File: src/design/ftws_pkg.sv
// Shared types and constants for the frame time window statistics block.
package ftws_pkg;

   localparam int TS_W     = 32;
   localparam int SAMPLE_W = 24;
   localparam int FPS_W    = 28;
   localparam int HELD_W   = 7;

   localparam logic [SAMPLE_W-1:0] SAMPLE_MAX = '1;
   localparam logic [FPS_W-1:0]    FPS_NUM    = 28'd256000000;

   localparam logic CMD_BEGIN = 1'b0;
   localparam logic CMD_END   = 1'b1;

   localparam int QUEUE_DEPTH = 2;
   localparam int QUEUE_PTR_W = 1;
   localparam int QUEUE_CNT_W = 2;

   typedef struct packed {
      logic                is_end;
      logic [SAMPLE_W-1:0] elapsed;
   } ftws_op_type;

   typedef enum logic [2:0] {
      BK_IDLE,
      BK_EVICT,
      BK_START,
      BK_RUN,
      BK_RESP
   } ftws_back_state_type;

endpackage

File: src/design/ftws_if.sv
// Request and response channel interfaces.
interface ftws_req_if;
   logic                      valid;
   logic                      ready;
   logic                      command;
   logic [ftws_pkg::TS_W-1:0] timestamp_us;

   modport source (output valid, output command, output timestamp_us, input ready);
   modport sink   (input valid, input command, input timestamp_us, output ready);
endinterface

interface ftws_rsp_if;
   logic                          valid;
   logic                          ready;
   logic [ftws_pkg::SAMPLE_W-1:0] last_frame_us;
   logic [ftws_pkg::SAMPLE_W-1:0] average_frame_us;
   logic [ftws_pkg::FPS_W-1:0]    fps_q8;
   logic [ftws_pkg::SAMPLE_W-1:0] min_frame_us;
   logic [ftws_pkg::SAMPLE_W-1:0] max_frame_us;
   logic [ftws_pkg::HELD_W-1:0]   samples_held;

   modport source (output valid, output last_frame_us, output average_frame_us,
                   output fps_q8, output min_frame_us, output max_frame_us,
                   output samples_held, input ready);
   modport sink   (input valid, input last_frame_us, input average_frame_us,
                   input fps_q8, input min_frame_us, input max_frame_us,
                   input samples_held, output ready);
endinterface

File: src/design/ftws_front.sv
// Front end: accepts events, tracks frame start and measures elapsed time.
module ftws_front (
   input  logic                  clock,
   input  logic                  reset,
   ftws_req_if.sink              req_chan,
   input  logic                  q_full,
   output logic                  q_push,
   output ftws_pkg::ftws_op_type q_op
);

   logic [ftws_pkg::TS_W-1:0] frame_start_ff;
   logic [ftws_pkg::TS_W-1:0] diff;

   assign req_chan.ready = !q_full;
   assign q_push         = req_chan.valid && !q_full;
   assign diff           = req_chan.timestamp_us - frame_start_ff;

   always_comb begin
      q_op.is_end  = (req_chan.command == ftws_pkg::CMD_END);
      q_op.elapsed = (|diff[ftws_pkg::TS_W-1:ftws_pkg::SAMPLE_W]) ? ftws_pkg::SAMPLE_MAX
                                                                  : diff[ftws_pkg::SAMPLE_W-1:0];
   end

   always_ff @(posedge clock) begin
      if (reset) begin
         frame_start_ff <= '0;
      end else if (q_push && req_chan.command == ftws_pkg::CMD_BEGIN) begin
         frame_start_ff <= req_chan.timestamp_us;
      end
   end

endmodule

File: src/design/ftws_queue.sv
// Two-entry item queue between front and back.
module ftws_queue (
   input  logic                  clock,
   input  logic                  reset,
   input  logic                  push,
   input  ftws_pkg::ftws_op_type push_op,
   output logic                  full,
   input  logic                  pop,
   output logic                  head_valid,
   output ftws_pkg::ftws_op_type head_op
);

   ftws_pkg::ftws_op_type              entry_ff [ftws_pkg::QUEUE_DEPTH];
   logic [ftws_pkg::QUEUE_PTR_W-1:0]   wr_ptr_ff;
   logic [ftws_pkg::QUEUE_PTR_W-1:0]   rd_ptr_ff;
   logic [ftws_pkg::QUEUE_CNT_W-1:0]   count_ff;

   assign full       = (count_ff == ftws_pkg::QUEUE_CNT_W'(ftws_pkg::QUEUE_DEPTH));
   assign head_valid = (count_ff != '0);
   assign head_op    = entry_ff[rd_ptr_ff];

   always_ff @(posedge clock) begin
      if (push) begin
         entry_ff[wr_ptr_ff] <= push_op;
      end
   end

   always_ff @(posedge clock) begin
      if (reset) begin
         wr_ptr_ff <= '0;
         rd_ptr_ff <= '0;
         count_ff  <= '0;
      end else begin
         if (push) begin
            wr_ptr_ff <= wr_ptr_ff + 1'b1;
         end
         if (pop) begin
            rd_ptr_ff <= rd_ptr_ff + 1'b1;
         end
         case ({push, pop})
            2'b10:   count_ff <= count_ff + 1'b1;
            2'b01:   count_ff <= count_ff - 1'b1;
            default: count_ff <= count_ff;
         endcase
      end
   end

endmodule

File: src/design/ftws_div.sv
// Restoring serial divider, one quotient bit per cycle.
module ftws_div #(
   parameter int DIV_W = 30
) (
   input  logic                          clock,
   input  logic                          reset,
   input  logic                          start,
   input  logic [DIV_W-1:0]              dividend,
   input  logic [ftws_pkg::SAMPLE_W-1:0] divisor,
   output logic                          done,
   output logic [DIV_W-1:0]              quotient
);

   localparam int CntW = $clog2(DIV_W + 1);

   logic                          busy_ff;
   logic                          done_ff;
   logic [CntW-1:0]               cnt_ff;
   logic [ftws_pkg::SAMPLE_W-1:0] rem_ff;
   logic [ftws_pkg::SAMPLE_W-1:0] divisor_ff;
   logic [DIV_W-1:0]              quo_ff;
   logic [ftws_pkg::SAMPLE_W:0]   trial;
   logic [ftws_pkg::SAMPLE_W:0]   diff;
   logic                          fits;

   assign trial    = {rem_ff, quo_ff[DIV_W-1]};
   assign diff     = trial - {1'b0, divisor_ff};
   assign fits     = (trial >= {1'b0, divisor_ff});
   assign done     = done_ff;
   assign quotient = quo_ff;

   always_ff @(posedge clock) begin
      if (reset) begin
         busy_ff <= 1'b0;
         done_ff <= 1'b0;
         cnt_ff  <= '0;
      end else begin
         done_ff <= 1'b0;
         if (start) begin
            busy_ff <= 1'b1;
            cnt_ff  <= CntW'(DIV_W);
         end else if (busy_ff) begin
            cnt_ff <= cnt_ff - 1'b1;
            if (cnt_ff == CntW'(1)) begin
               busy_ff <= 1'b0;
               done_ff <= 1'b1;
            end
         end
      end
   end

   always_ff @(posedge clock) begin
      if (start) begin
         rem_ff     <= '0;
         quo_ff     <= dividend;
         divisor_ff <= divisor;
      end else if (busy_ff) begin
         rem_ff <= fits ? diff[ftws_pkg::SAMPLE_W-1:0] : trial[ftws_pkg::SAMPLE_W-1:0];
         quo_ff <= {quo_ff[DIV_W-2:0], fits};
      end
   end

   a_no_restart: assert property (@(posedge clock) disable iff (reset)
      start |-> !busy_ff) else $error("divider restarted while busy");

endmodule

File: src/design/ftws_back.sv
// Back end: sample ring, running sum, window scan, divides and result register.
module ftws_back #(
   parameter int WINDOW = 64
) (
   input  logic                  clock,
   input  logic                  reset,
   input  logic                  q_valid,
   input  ftws_pkg::ftws_op_type q_op,
   output logic                  q_pop,
   ftws_rsp_if.source            rsp_chan
);

   localparam int IdxW = (WINDOW > 1) ? $clog2(WINDOW) : 1;
   localparam int CntW = $clog2(WINDOW + 1);
   localparam int SumW = ftws_pkg::SAMPLE_W + $clog2(WINDOW);
   localparam int DivW = (SumW > ftws_pkg::FPS_W) ? SumW : ftws_pkg::FPS_W;
   localparam int SW   = ftws_pkg::SAMPLE_W;

   ftws_pkg::ftws_back_state_type state_ff, state_in;
   ftws_pkg::ftws_op_type         op_ff;

   logic [SW-1:0]   ring_mem [WINDOW];
   logic [SW-1:0]   rd_data_ff;
   logic [IdxW-1:0] rd_addr;

   logic [SumW-1:0] sum_ff;
   logic [IdxW-1:0] slot_ff;
   logic [CntW-1:0] fill_ff;
   logic [SW-1:0]   last_ff;

   logic [CntW-1:0] scan_cnt_ff;
   logic            scan_pend_ff;
   logic [SW-1:0]   min_ff;
   logic [SW-1:0]   max_ff;
   logic            scan_done;

   logic [SW-1:0]              avg_ff;
   logic [ftws_pkg::FPS_W-1:0] fps_ff;
   logic                       div_fps_ff;
   logic                       arith_done_ff;

   logic            div_start;
   logic [DivW-1:0] div_dividend;
   logic [SW-1:0]   div_divisor;
   logic            div_done;
   logic [DivW-1:0] div_quo;
   logic [SW-1:0]   avg_q;

   logic                        full;
   logic [SW-1:0]               old_sample;
   logic                        out_free;
   logic                        load_out;
   logic [31:0]                 held_ext;

   logic                        rsp_valid_ff;
   logic [SW-1:0]               rsp_last_ff;
   logic [SW-1:0]               rsp_avg_ff;
   logic [ftws_pkg::FPS_W-1:0]  rsp_fps_ff;
   logic [SW-1:0]               rsp_min_ff;
   logic [SW-1:0]               rsp_max_ff;
   logic [ftws_pkg::HELD_W-1:0] rsp_held_ff;

   assign full       = (fill_ff == CntW'(WINDOW));
   assign old_sample = full ? rd_data_ff : '0;
   assign scan_done  = (scan_cnt_ff == fill_ff) && !scan_pend_ff;
   assign out_free   = !rsp_valid_ff || rsp_chan.ready;
   assign avg_q      = (div_quo > DivW'(ftws_pkg::SAMPLE_MAX)) ? ftws_pkg::SAMPLE_MAX
                                                               : div_quo[SW-1:0];
   assign held_ext   = 32'(fill_ff);

   ftws_div #(.DIV_W(DivW)) u_div (
      .clock    (clock),
      .reset    (reset),
      .start    (div_start),
      .dividend (div_dividend),
      .divisor  (div_divisor),
      .done     (div_done),
      .quotient (div_quo)
   );

   always_comb begin
      state_in     = state_ff;
      q_pop        = 1'b0;
      rd_addr      = slot_ff;
      div_start    = 1'b0;
      div_dividend = '0;
      div_divisor  = '0;
      load_out     = 1'b0;
      unique case (state_ff)
         ftws_pkg::BK_IDLE: begin
            if (q_valid) begin
               q_pop    = 1'b1;
               state_in = q_op.is_end ? ftws_pkg::BK_EVICT : ftws_pkg::BK_START;
            end
         end
         ftws_pkg::BK_EVICT: begin
            state_in = ftws_pkg::BK_START;
         end
         ftws_pkg::BK_START: begin
            state_in = ftws_pkg::BK_RUN;
            if (fill_ff != '0) begin
               div_start    = 1'b1;
               div_dividend = DivW'(sum_ff);
               div_divisor  = SW'(fill_ff);
            end
         end
         ftws_pkg::BK_RUN: begin
            rd_addr = scan_cnt_ff[IdxW-1:0];
            if (div_done && !div_fps_ff && avg_q != '0) begin
               div_start    = 1'b1;
               div_dividend = DivW'(ftws_pkg::FPS_NUM);
               div_divisor  = avg_q;
            end
            if (scan_done && arith_done_ff) begin
               state_in = ftws_pkg::BK_RESP;
            end
         end
         ftws_pkg::BK_RESP: begin
            if (out_free) begin
               load_out = 1'b1;
               state_in = ftws_pkg::BK_IDLE;
            end
         end
         default: state_in = ftws_pkg::BK_IDLE;
      endcase
   end

   always_ff @(posedge clock) begin
      if (reset) begin
         state_ff <= ftws_pkg::BK_IDLE;
      end else begin
         state_ff <= state_in;
      end
   end

   // ring memory, one write and one registered read port
   always_ff @(posedge clock) begin
      if (state_ff == ftws_pkg::BK_EVICT) begin
         ring_mem[slot_ff] <= op_ff.elapsed;
      end
      rd_data_ff <= ring_mem[rd_addr];
   end

   always_ff @(posedge clock) begin
      if (q_pop) begin
         op_ff <= q_op;
      end
   end

   // window state
   always_ff @(posedge clock) begin
      if (reset) begin
         sum_ff  <= '0;
         slot_ff <= '0;
         fill_ff <= '0;
         last_ff <= '0;
      end else if (state_ff == ftws_pkg::BK_EVICT) begin
         sum_ff  <= sum_ff - SumW'(old_sample) + SumW'(op_ff.elapsed);
         slot_ff <= (slot_ff == IdxW'(WINDOW - 1)) ? '0 : slot_ff + 1'b1;
         fill_ff <= full ? fill_ff : fill_ff + 1'b1;
         last_ff <= op_ff.elapsed;
      end
   end

   // scan and divide sequencing
   always_ff @(posedge clock) begin
      if (state_ff == ftws_pkg::BK_START) begin
         scan_cnt_ff  <= '0;
         scan_pend_ff <= 1'b0;
         min_ff       <= '0;
         max_ff       <= '0;
         div_fps_ff   <= 1'b0;
         if (fill_ff != '0) begin
            arith_done_ff <= 1'b0;
         end else begin
            arith_done_ff <= 1'b1;
            avg_ff        <= '0;
            fps_ff        <= '0;
         end
      end else if (state_ff == ftws_pkg::BK_RUN) begin
         if (scan_cnt_ff != fill_ff) begin
            scan_cnt_ff  <= scan_cnt_ff + 1'b1;
            scan_pend_ff <= 1'b1;
         end else begin
            scan_pend_ff <= 1'b0;
         end
         if (scan_pend_ff) begin
            if (rd_data_ff != '0 && (min_ff == '0 || rd_data_ff < min_ff)) begin
               min_ff <= rd_data_ff;
            end
            if (rd_data_ff > max_ff) begin
               max_ff <= rd_data_ff;
            end
         end
         if (div_done) begin
            if (!div_fps_ff) begin
               avg_ff <= avg_q;
               if (avg_q != '0) begin
                  div_fps_ff <= 1'b1;
               end else begin
                  fps_ff        <= '0;
                  arith_done_ff <= 1'b1;
               end
            end else begin
               fps_ff        <= div_quo[ftws_pkg::FPS_W-1:0];
               arith_done_ff <= 1'b1;
            end
         end
      end
   end

   // result register
   always_ff @(posedge clock) begin
      if (reset) begin
         rsp_valid_ff <= 1'b0;
      end else if (load_out) begin
         rsp_valid_ff <= 1'b1;
      end else if (rsp_chan.ready) begin
         rsp_valid_ff <= 1'b0;
      end
   end

   always_ff @(posedge clock) begin
      if (load_out) begin
         rsp_last_ff <= last_ff;
         rsp_avg_ff  <= avg_ff;
         rsp_fps_ff  <= fps_ff;
         rsp_min_ff  <= min_ff;
         rsp_max_ff  <= max_ff;
         rsp_held_ff <= held_ext[ftws_pkg::HELD_W-1:0];
      end
   end

   assign rsp_chan.valid            = rsp_valid_ff;
   assign rsp_chan.last_frame_us    = rsp_last_ff;
   assign rsp_chan.average_frame_us = rsp_avg_ff;
   assign rsp_chan.fps_q8           = rsp_fps_ff;
   assign rsp_chan.min_frame_us     = rsp_min_ff;
   assign rsp_chan.max_frame_us     = rsp_max_ff;
   assign rsp_chan.samples_held     = rsp_held_ff;

   a_fill_bound: assert property (@(posedge clock) disable iff (reset)
      fill_ff <= CntW'(WINDOW)) else $error("fill count above window size");

   a_slot_tracks_fill: assert property (@(posedge clock) disable iff (reset)
      !full |-> (slot_ff == fill_ff[IdxW-1:0])) else $error("write slot out of step with fill");

   a_min_le_max: assert property (@(posedge clock) disable iff (reset)
      rsp_valid_ff |-> (rsp_min_ff <= rsp_max_ff)) else $error("minimum above maximum");

endmodule

File: src/design/frame_time_window_stats_top.sv
// Frame time window statistics: top level.
// req_chan carries timestamp events: command 0 records a frame start, command 1
// ends a frame and stores the elapsed time (modulo 2^32, clamped to 24 bits) in a
// ring of WINDOW samples. Every event yields one item on rsp_chan with the last
// frame time, window average, Q8 frames per second, minimum positive sample,
// maximum sample and the fill count, all taken after the event's update.
// One item is processed at a time by the back end. The serial divider, of width
// DIV_W = max(24 + log2(WINDOW), 28), computes the average and then the fps, one
// bit a cycle, while the window scan reads the single ring read port; with an
// empty window the divides are skipped. The next item enters the back end the
// cycle after a result is loaded.
// Up to two further events queue behind the one in progress; req_chan.ready
// drops only when that queue is full. A result waits in the output register
// while rsp_chan.ready is low, and the back end holds its next result until
// the register frees.
// Reset clears the queue, front, divider, state machine and window state; ring
// entries are only read below the fill count, so no clearing pass is run and items are taken at once.
module frame_time_window_stats_top #(
   parameter int WINDOW = 64
) (
   input  logic       clock,
   input  logic       reset,
   ftws_req_if.sink   req_chan,
   ftws_rsp_if.source rsp_chan
);

   logic                  q_push;
   logic                  q_full;
   logic                  q_pop;
   logic                  q_valid;
   ftws_pkg::ftws_op_type push_op;
   ftws_pkg::ftws_op_type head_op;

   ftws_front u_front (
      .clock    (clock),
      .reset    (reset),
      .req_chan (req_chan),
      .q_full   (q_full),
      .q_push   (q_push),
      .q_op     (push_op)
   );

   ftws_queue u_queue (
      .clock      (clock),
      .reset      (reset),
      .push       (q_push),
      .push_op    (push_op),
      .full       (q_full),
      .pop        (q_pop),
      .head_valid (q_valid),
      .head_op    (head_op)
   );

   ftws_back #(.WINDOW(WINDOW)) u_back (
      .clock    (clock),
      .reset    (reset),
      .q_valid  (q_valid),
      .q_op     (head_op),
      .q_pop    (q_pop),
      .rsp_chan (rsp_chan)
   );

endmodule
File: src/flat_wrapper.sv
// flat-port wrapper written by rule: the top's interface ports become plain ports
module frame_time_window_stats_top_flat 
#(
   parameter int WINDOW = 64
)
  (clock, reset, req_chan_valid, req_chan_command, req_chan_timestamp_us, req_chan_ready, rsp_chan_valid, rsp_chan_last_frame_us, rsp_chan_average_frame_us, rsp_chan_fps_q8, rsp_chan_min_frame_us, rsp_chan_max_frame_us, rsp_chan_samples_held, rsp_chan_ready);
  ftws_req_if req_chan_i ();
  ftws_rsp_if rsp_chan_i ();
  input  logic clock;
  input  logic reset;
  input wire logic [$bits(req_chan_i.valid)-1:0] req_chan_valid;
  input wire logic [$bits(req_chan_i.command)-1:0] req_chan_command;
  input wire logic [$bits(req_chan_i.timestamp_us)-1:0] req_chan_timestamp_us;
  output wire logic [$bits(req_chan_i.ready)-1:0] req_chan_ready;
  output wire logic [$bits(rsp_chan_i.valid)-1:0] rsp_chan_valid;
  output wire logic [$bits(rsp_chan_i.last_frame_us)-1:0] rsp_chan_last_frame_us;
  output wire logic [$bits(rsp_chan_i.average_frame_us)-1:0] rsp_chan_average_frame_us;
  output wire logic [$bits(rsp_chan_i.fps_q8)-1:0] rsp_chan_fps_q8;
  output wire logic [$bits(rsp_chan_i.min_frame_us)-1:0] rsp_chan_min_frame_us;
  output wire logic [$bits(rsp_chan_i.max_frame_us)-1:0] rsp_chan_max_frame_us;
  output wire logic [$bits(rsp_chan_i.samples_held)-1:0] rsp_chan_samples_held;
  input wire logic [$bits(rsp_chan_i.ready)-1:0] rsp_chan_ready;
  assign req_chan_i.valid = req_chan_valid;
  assign req_chan_i.command = req_chan_command;
  assign req_chan_i.timestamp_us = req_chan_timestamp_us;
  assign req_chan_ready = req_chan_i.ready;
  assign rsp_chan_valid = rsp_chan_i.valid;
  assign rsp_chan_last_frame_us = rsp_chan_i.last_frame_us;
  assign rsp_chan_average_frame_us = rsp_chan_i.average_frame_us;
  assign rsp_chan_fps_q8 = rsp_chan_i.fps_q8;
  assign rsp_chan_min_frame_us = rsp_chan_i.min_frame_us;
  assign rsp_chan_max_frame_us = rsp_chan_i.max_frame_us;
  assign rsp_chan_samples_held = rsp_chan_i.samples_held;
  assign rsp_chan_i.ready = rsp_chan_ready;
  frame_time_window_stats_top #(.WINDOW(WINDOW)) u_core (.clock(clock), .reset(reset), .req_chan(req_chan_i), .rsp_chan(rsp_chan_i));
endmodule
File: config.mk
export PLATFORM = sky130hd
export DESIGN_NAME = frame_time_window_stats_top_flat
export DESIGN_NICKNAME = d
export VERILOG_FILES = /design/src/design/ftws_pkg.sv /design/src/design/ftws_if.sv /design/src/design/ftws_front.sv /design/src/design/ftws_queue.sv /design/src/design/ftws_div.sv /design/src/design/ftws_back.sv /design/src/design/frame_time_window_stats_top.sv /design/src/flat_wrapper.sv
export SDC_FILE = /design/constraint.sdc
export NUM_CORES = 2
export LEC_CHECK = 0
export BUFFER_PORTS_ARGS = -buffer_cell sky130_fd_sc_hd__buf_2
export CAP_MARGIN = 20
export CORE_MARGIN = 2
export CORE_UTILIZATION = 23
export CTS_CLUSTER_DIAMETER = 80
export DETAILED_ROUTE_END_ITERATION = 10
export GPL_TIMING_DRIVEN = 0
export SETUP_SLACK_MARGIN = 0.02
export SYNTH_ARGS = -nofsm -noshare
export SYNTH_HDL_FRONTEND = slang
export SYNTH_HIERARCHICAL = 1
export SYNTH_SLANG_ARGS = --single-unit
File: constraint.sdc
create_clock -name clock -period 5.91 [get_ports clock]
set_input_delay 0.591 -clock clock [delete_from_list [all_inputs] [get_ports clock]]
set_output_delay 0.591 -clock clock [all_outputs]
set_load 0.02 [all_outputs]
* Word-level counts from Yosys, hierarchy flattened
Memory sizes are Yosys's and may differ from the RTL's. A register that Yosys moved wholly into a read port is not among the register bits.
Cells that the tools add are included.
** Storage, ports and cells
- Register bits :: 457
- Latch bits :: 0
- Bits in writable memories :: 1586
- Memory bits (read-only) :: 0
- Input bits :: 37
- Output and inout bits :: 133
- Memories kept :: 2
** Memories
- u_core.u_back.ring_mem :: depth 64, bits a word 24, rd ports 1, clocked after memory_dff 1, write ports 1, line ftws_back.sv:22 : logic [SW-1:0] ring_mem [WINDOW];
- u_core.u_queue.entry_ff :: depth 2, bits a word 25, rd ports 1, clocked after memory_dff 1, write ports 1, line ftws_queue.sv:13 : ftws_pkg::ftws_op_type entry_ff [ftws_pkg::QUEUE_DEPTH];
** Cells by class
- $add $sub $neg :: 12
- Multiply operators :: 0
- Div/mod/pow operators :: 0
- $lt $le $gt $ge :: 4
- Equal/unequal tests :: 18
- Shifts and indexed selects :: 0
- Mux-type cells :: 61
- Bitwise logic cells :: 3
- Reduce and logical (&&, ||, !) cells :: 36
** Operators with widths (number)
- $mux W24 :: 10
- $mux W28 :: 7
- $mux W30 :: 3
- $pmux W30 S2 :: 1
- $pmux W24 S2 :: 1
- $reduce_bool A24 Y1 :: 2
- $sub A32 B32 Y32 :: 1
- $add A30 B24 Y30 :: 1
- $gt A30 B24 Y1 const B :: 1
- $sub A30 B24 Y30 :: 1
- $mux W1 :: 27
- $ge A25 B24 Y1 :: 1
- $gt A24 B24 Y1 :: 1
- $logic_not A24 Y1 :: 1
- $lt A24 B24 Y1 :: 1
- $sub A24 B24 Y24 :: 1
- $pmux W3 S5 :: 1
- $add A7 B1 Y7 const B :: 2
- $mux W6 :: 2
- $reduce_and A3 Y1 :: 4
- $reduce_bool A2 Y1 :: 6
- $mux W5 :: 2
- $mux W3 :: 3
- $reduce_and A4 Y1 :: 2
- 32 further kinds :: 52

* Logic depth before layout (Yosys ltp)
- Depth after elaboration :: 8
- Depth in mapped cells :: 18
- Depth with buffers taken out :: 18

* Hierarchy
The synthesis kept the hierarchy.
** Modules (own cells, without submodules)
- ftws_back :: instances 1, cells an instance 6245, area each 77653.2 sq um
- ftws_div :: instances 1, cells an instance 442, area each 4687.0 sq um
- ftws_front :: instances 1, cells an instance 473, area each 3300.7 sq um
- ftws_queue :: instances 1, cells an instance 100, area each 2005.7 sq um

* Least setup slack after synthesis
Ideal clock, no wire load.
- Kind :: register to register
- Start :: reg u_core.u_back.state_ff[2]
- End :: reg u_core/u_queue/count_ff[1] in the netlist's numbering
- Library setup time :: 0.070 ns
- Arrival time :: 4.440 ns
- Path slack :: 1.401 ns
- Stages on the path, launching flop included :: 6
- Buffers on the path :: 1
- Period minus slack after synthesis :: 4.509 ns
- Path through :: dfxtp_1 > clkbuf_1 > nor4b_1 > ha_1 > or3_1 > a21oi_1
** Between the ends
- Cells in the longest elaborated chain, start to end :: 4
- Elaborated cells between the ends (all ways) :: 6
** Ends and longest elaborated chain
- start: declaration :: line ftws_back.sv:19 : ftws_pkg::ftws_back_state_type state_ff, state_in;
- start signal: assignment :: line ftws_back.sv:130 : state_ff <= ftws_pkg::BK_IDLE;
- start signal: assignment :: line ftws_back.sv:132 : state_ff <= state_in;
- $logic_not A3 Y1 * :: line ftws_back.sv:89 : unique case (state_ff)
- $mux W1 * :: line ftws_back.sv:89
- named net u_core.q_pop :: line frame_time_window_stats_top.sv:29 : logic q_pop;
- $eq A2 B1 Y1 or $eq A2 B2 Y1 (tied branches) :: line ftws_queue.sv:40 : case ({push, pop})
- $pmux W2 S2 or $reduce_bool A2 Y1 (tied branches)
- end signal: assignment :: line ftws_queue.sv:41 : 2'b10: count_ff <= count_ff + 1'b1;
- end signal: assignment :: line ftws_queue.sv:42 : 2'b01: count_ff <= count_ff - 1'b1;
- end signal: assignment :: line ftws_queue.sv:43 : default: count_ff <= count_ff;
- end: declaration :: line ftws_queue.sv:16 : logic [ftws_pkg::QUEUE_CNT_W-1:0] count_ff;
Mark *: on every way through the listed nets, which the timed path passes. The rest lies on a longest branch.
A chain may end at the register's enable or synchronous reset.

* Final worst setup path
- Start :: reg u_core.u_back.state_ff[0]
- End :: reg u_core.u_back.rd_data_ff[10] (read register of u_core.u_back.ring_mem)
** Between the ends
- Cells in the longest elaborated chain, start to end :: 2
** Ends and longest elaborated chain
- $eq A3 B2 Y1 :: line ftws_back.sv:89
- $mux W6 :: line ftws_back.sv:89
- end: declaration :: line ftws_back.sv:23 : logic [SW-1:0] rd_data_ff;
No other way between the ends.

==> flow_summary.toml <==
[outcome]
outcome = "finished clean"

[floorplan]
die_w_um = 621.3
ios = 170
initial_utilization_pct = 23.11
num_rows = 226
core_mm2 = 0.3792
die_h_um = 621.3
dieArea_mm2 = 0.3860

[global_route]
grt_pass1_wl_um = 391300
grt_start_max_net_pins = 68
grt_pass1_vias = 57430
track_usage_pct = 13.48
overflow = 0
antenna_found_initial = 11

[timing]
min_period_over_period_pct = 95.37
fmax_mhz = 177.4
tns_ns = 0
slew_headroom_pct = 14.61
fin_crit_ns = 5.636
rsz0062_at_grt = "no"
slew_viol_final = 0
finClkSkew_ns = 0.04929
hold_violations = 0
setup_viol = 0
tightest_slew_ns = 1.272

[detailed_routing]
drt-total-wl_um = 271100
drcViolationCount = 0
ant_nets = 0
firstDrtPassIters = 7
drt_iter0_markers = 7482
wl_per_cell_um = 20.82
viasPerCell = 4.687
vias = 61030

[synth]
synth.largest_area_cell = "edfxtp_1"
avgSynthCellArea_um2 = 12.07
syn-cell-area_mm2 = 0.08765
synthAdderAreaFrac_pct = 2.578
synth_warnings = 6
syn_inst = 7260
syn-num-nets = 7462
ys_seq_area_share_pct = 68.34
yosys.area_share.simple_pct = 16.08
synth_flop_cell = "edfxtp_1"
synth_most_common_cell = "edfxtp_1"
synth_top_family_by_area = "simple AND/OR/NAND/NOR gates"
synthMuxAreaShare_pct = 1.695
synth_top_area_share_pct = 63.31
synth-edff-count = 1848
synth_area_leaders = "edfxtp_1 63%, nand2_1 7.9%, dfxtp_1 5.0%"
synthXorXnorAreaFrac_pct = 0.9393
yosys.cell_types.count = 85
async_reset_ff_share_pct = 0
synth_common_cells = "1848 x edfxtp_1, 1846 x nand2_1, 694 x nand3_1, 318 x nor2_1, 253 x clkbuf_1"
ys_ff_latch = 2068
synth_compound_gate_area_share_pct = 7.051

[setup_path]
r2r-start = "u_core/u_back/state_ff[0]"
arrival_ns = 6.24
setup.worst_path.class = "reg2reg"
worst-path-max-fanout = 10
worstReg2RegEnd = "u_core/u_back/rd_data_ff[10]"
cp-end-kind = "flip-flop"
r2r_slack_ns = 0.27
worstRegToRegCells = 11
worstPathRequired_ns = 6.52
startpoint = "u_core/u_back/state_ff[0]"
cp-endpoint = "u_core/u_back/rd_data_ff[10]"
critPathLaunchType = "flip-flop"

[cts]
clk_pin_slew_worst_paths_ns = 0.06
cts-root-buf = "clkbuf_16"
cts_sinks = 2068
cts_buffer_depth = 3
htree_levels = 4
insertion_delay_ns = 0.87
post_cts_resized = 0
post_cts_buffers = 0
cts_tree = "built"
ctsHoldBuffers = 33
cts_buffers = 210

[place]
io_buffers = 169
routabilityCongestion = 0.9013
detailed_place_hpwl_um = 197300

[job]
maxCapViolCount = 0

[pwr]
peakVddDrop_uv = 321.3
power_w = 0.04141
power.density_mw_per_mm2 = 393.2
power.leakage_nw = 35.91

[cells_and_area]
drive_gt1_share_pct = 12.24
seq_area_mm2 = 0.05990
multi_input_area_mm2 = 0.02514
final_nets = 8021
areaGrowthSynthToFinish_pct = 20.17
fillCellCount = 38600

[hold_path]
hp-class = "in2reg"
min_delay_path_depth = 3
-- critical path, stage by stage (launching register included) --
cell and delay, ns:
dfxtp_1 0.30, buf_4 0.14, and3b_1 0.18, buf_6 0.15
mux2i_4 0.81, buf_2 0.45, clkbuf_1 0.49, a311oi_1 0.18
a311oi_1 0.98, a31oi_1 0.33, a22oi_1 0.87, o311ai_1 0.48
-- worst min path at each step --
| stage | startpoint | endpoint | slack [ns] |
|---|---|---|---|
| final | rsp_chan_ready | u_core/u_back/rsp_chan.valid | 0.15 |
| after global routing | rsp_chan_ready | u_core/u_back/rsp_chan.valid | 0.14 |
| after CTS | rsp_chan_ready | u_core/u_back/rsp_chan.valid | 0.11 |
| after detailed placement | u_core/u_back/fps_ff[11] | u_core/u_back/rsp_chan.fps_q8[11] | 0.40 |
| after global placement | u_core/u_back/avg_ff[6] | u_core/u_back/rsp_chan.average_frame_us[6] | 0.41 |
| after floorplan | u_core/u_back/avg_ff[0] | u_core/u_back/rsp_chan.average_frame_us[0] | 0.40 |
-- routing by layer --
metal  up-vias  part of all wire [%]  global-route usage (%)
met5         -                0.0048                       0
met3       465                   8.7                   2.230
met2      2683                    46                   21.53
met1     30370                    41                   18.16
li1      27510                     -                       -
met4         2                   4.1                   5.361
-- cell usage in the layout, fill, tap and decap left out, drive strengths merged, types with 62 or more instances in the layout --
cell / count
o21ai: 82
ha: 139
a21oi: 222
nand3: 695
buf: 524
inv: 233
clkinv: 90
a311oi: 242
a31oi: 62
and3: 156
clkbuf: 525
nor2: 318
nand2: 1846
dfxtp: 220
edfxtp: 1848
mux2: 83
-- state kept, by name, indices dropped and copies added (netlist names), 28 cells and up, named ones only --
register,count
u_core/u_queue/entry_ff,50
u_core/u_front/frame_start_ff,32
u_core/u_back/u_div/quotient,30
u_core/u_back/fps_ff,28
u_core/u_back/sum_ff,30
u_core/u_back/ring_mem,1536
u_core/u_back/rsp_chan.fps_q8,28
-- where the power goes --
part	switching [W]	total [W]	internal, W
clock	0.00572	0.0131	0.00737
sequential	0.000858	0.0177	0.0168
combinational	0.00691	0.0106	0.00370
-- metrics by stage --
stage	util, %	std cells	cell area (um^2)	setup slack [ns]	hold slack (ns)
after global routing	27.77	13020	105300	0.2743	0.1415
after global placement	24.99	12450	94770	-0.7869	0.4062
after CTS	27.77	13020	105300	0.5623	0.1102
after detailed placement	25.90	12590	98190	0.5665	0.4045
after floorplan	-	7260	87650	1.401	0.4003
final	27.78	13020	105300	0.2737	0.1549
-- area by class of cell --
type                       count  area share [%]
sequential                  2068           56.87
multi-input combinational   4503           23.87
tap                         5016           5.959
clock buffer                 271           5.314
timing repair buffer         347           4.103
buffer                       464           1.955
clock inverter               123           1.120
inverter                     225          0.8019
antenna                        4        0.009503
-- cell families after synthesis --
group	count (synthesis)
XOR/XNOR	94
AO/OA/AOI/OAI	861
AND/OR/NAND/NOR	3247
adder cells (fa/ha/maj)	165
flip-flops	2068
multiplexers	136
buffers and inverters	689
Power figures use the tool's default switching activity.
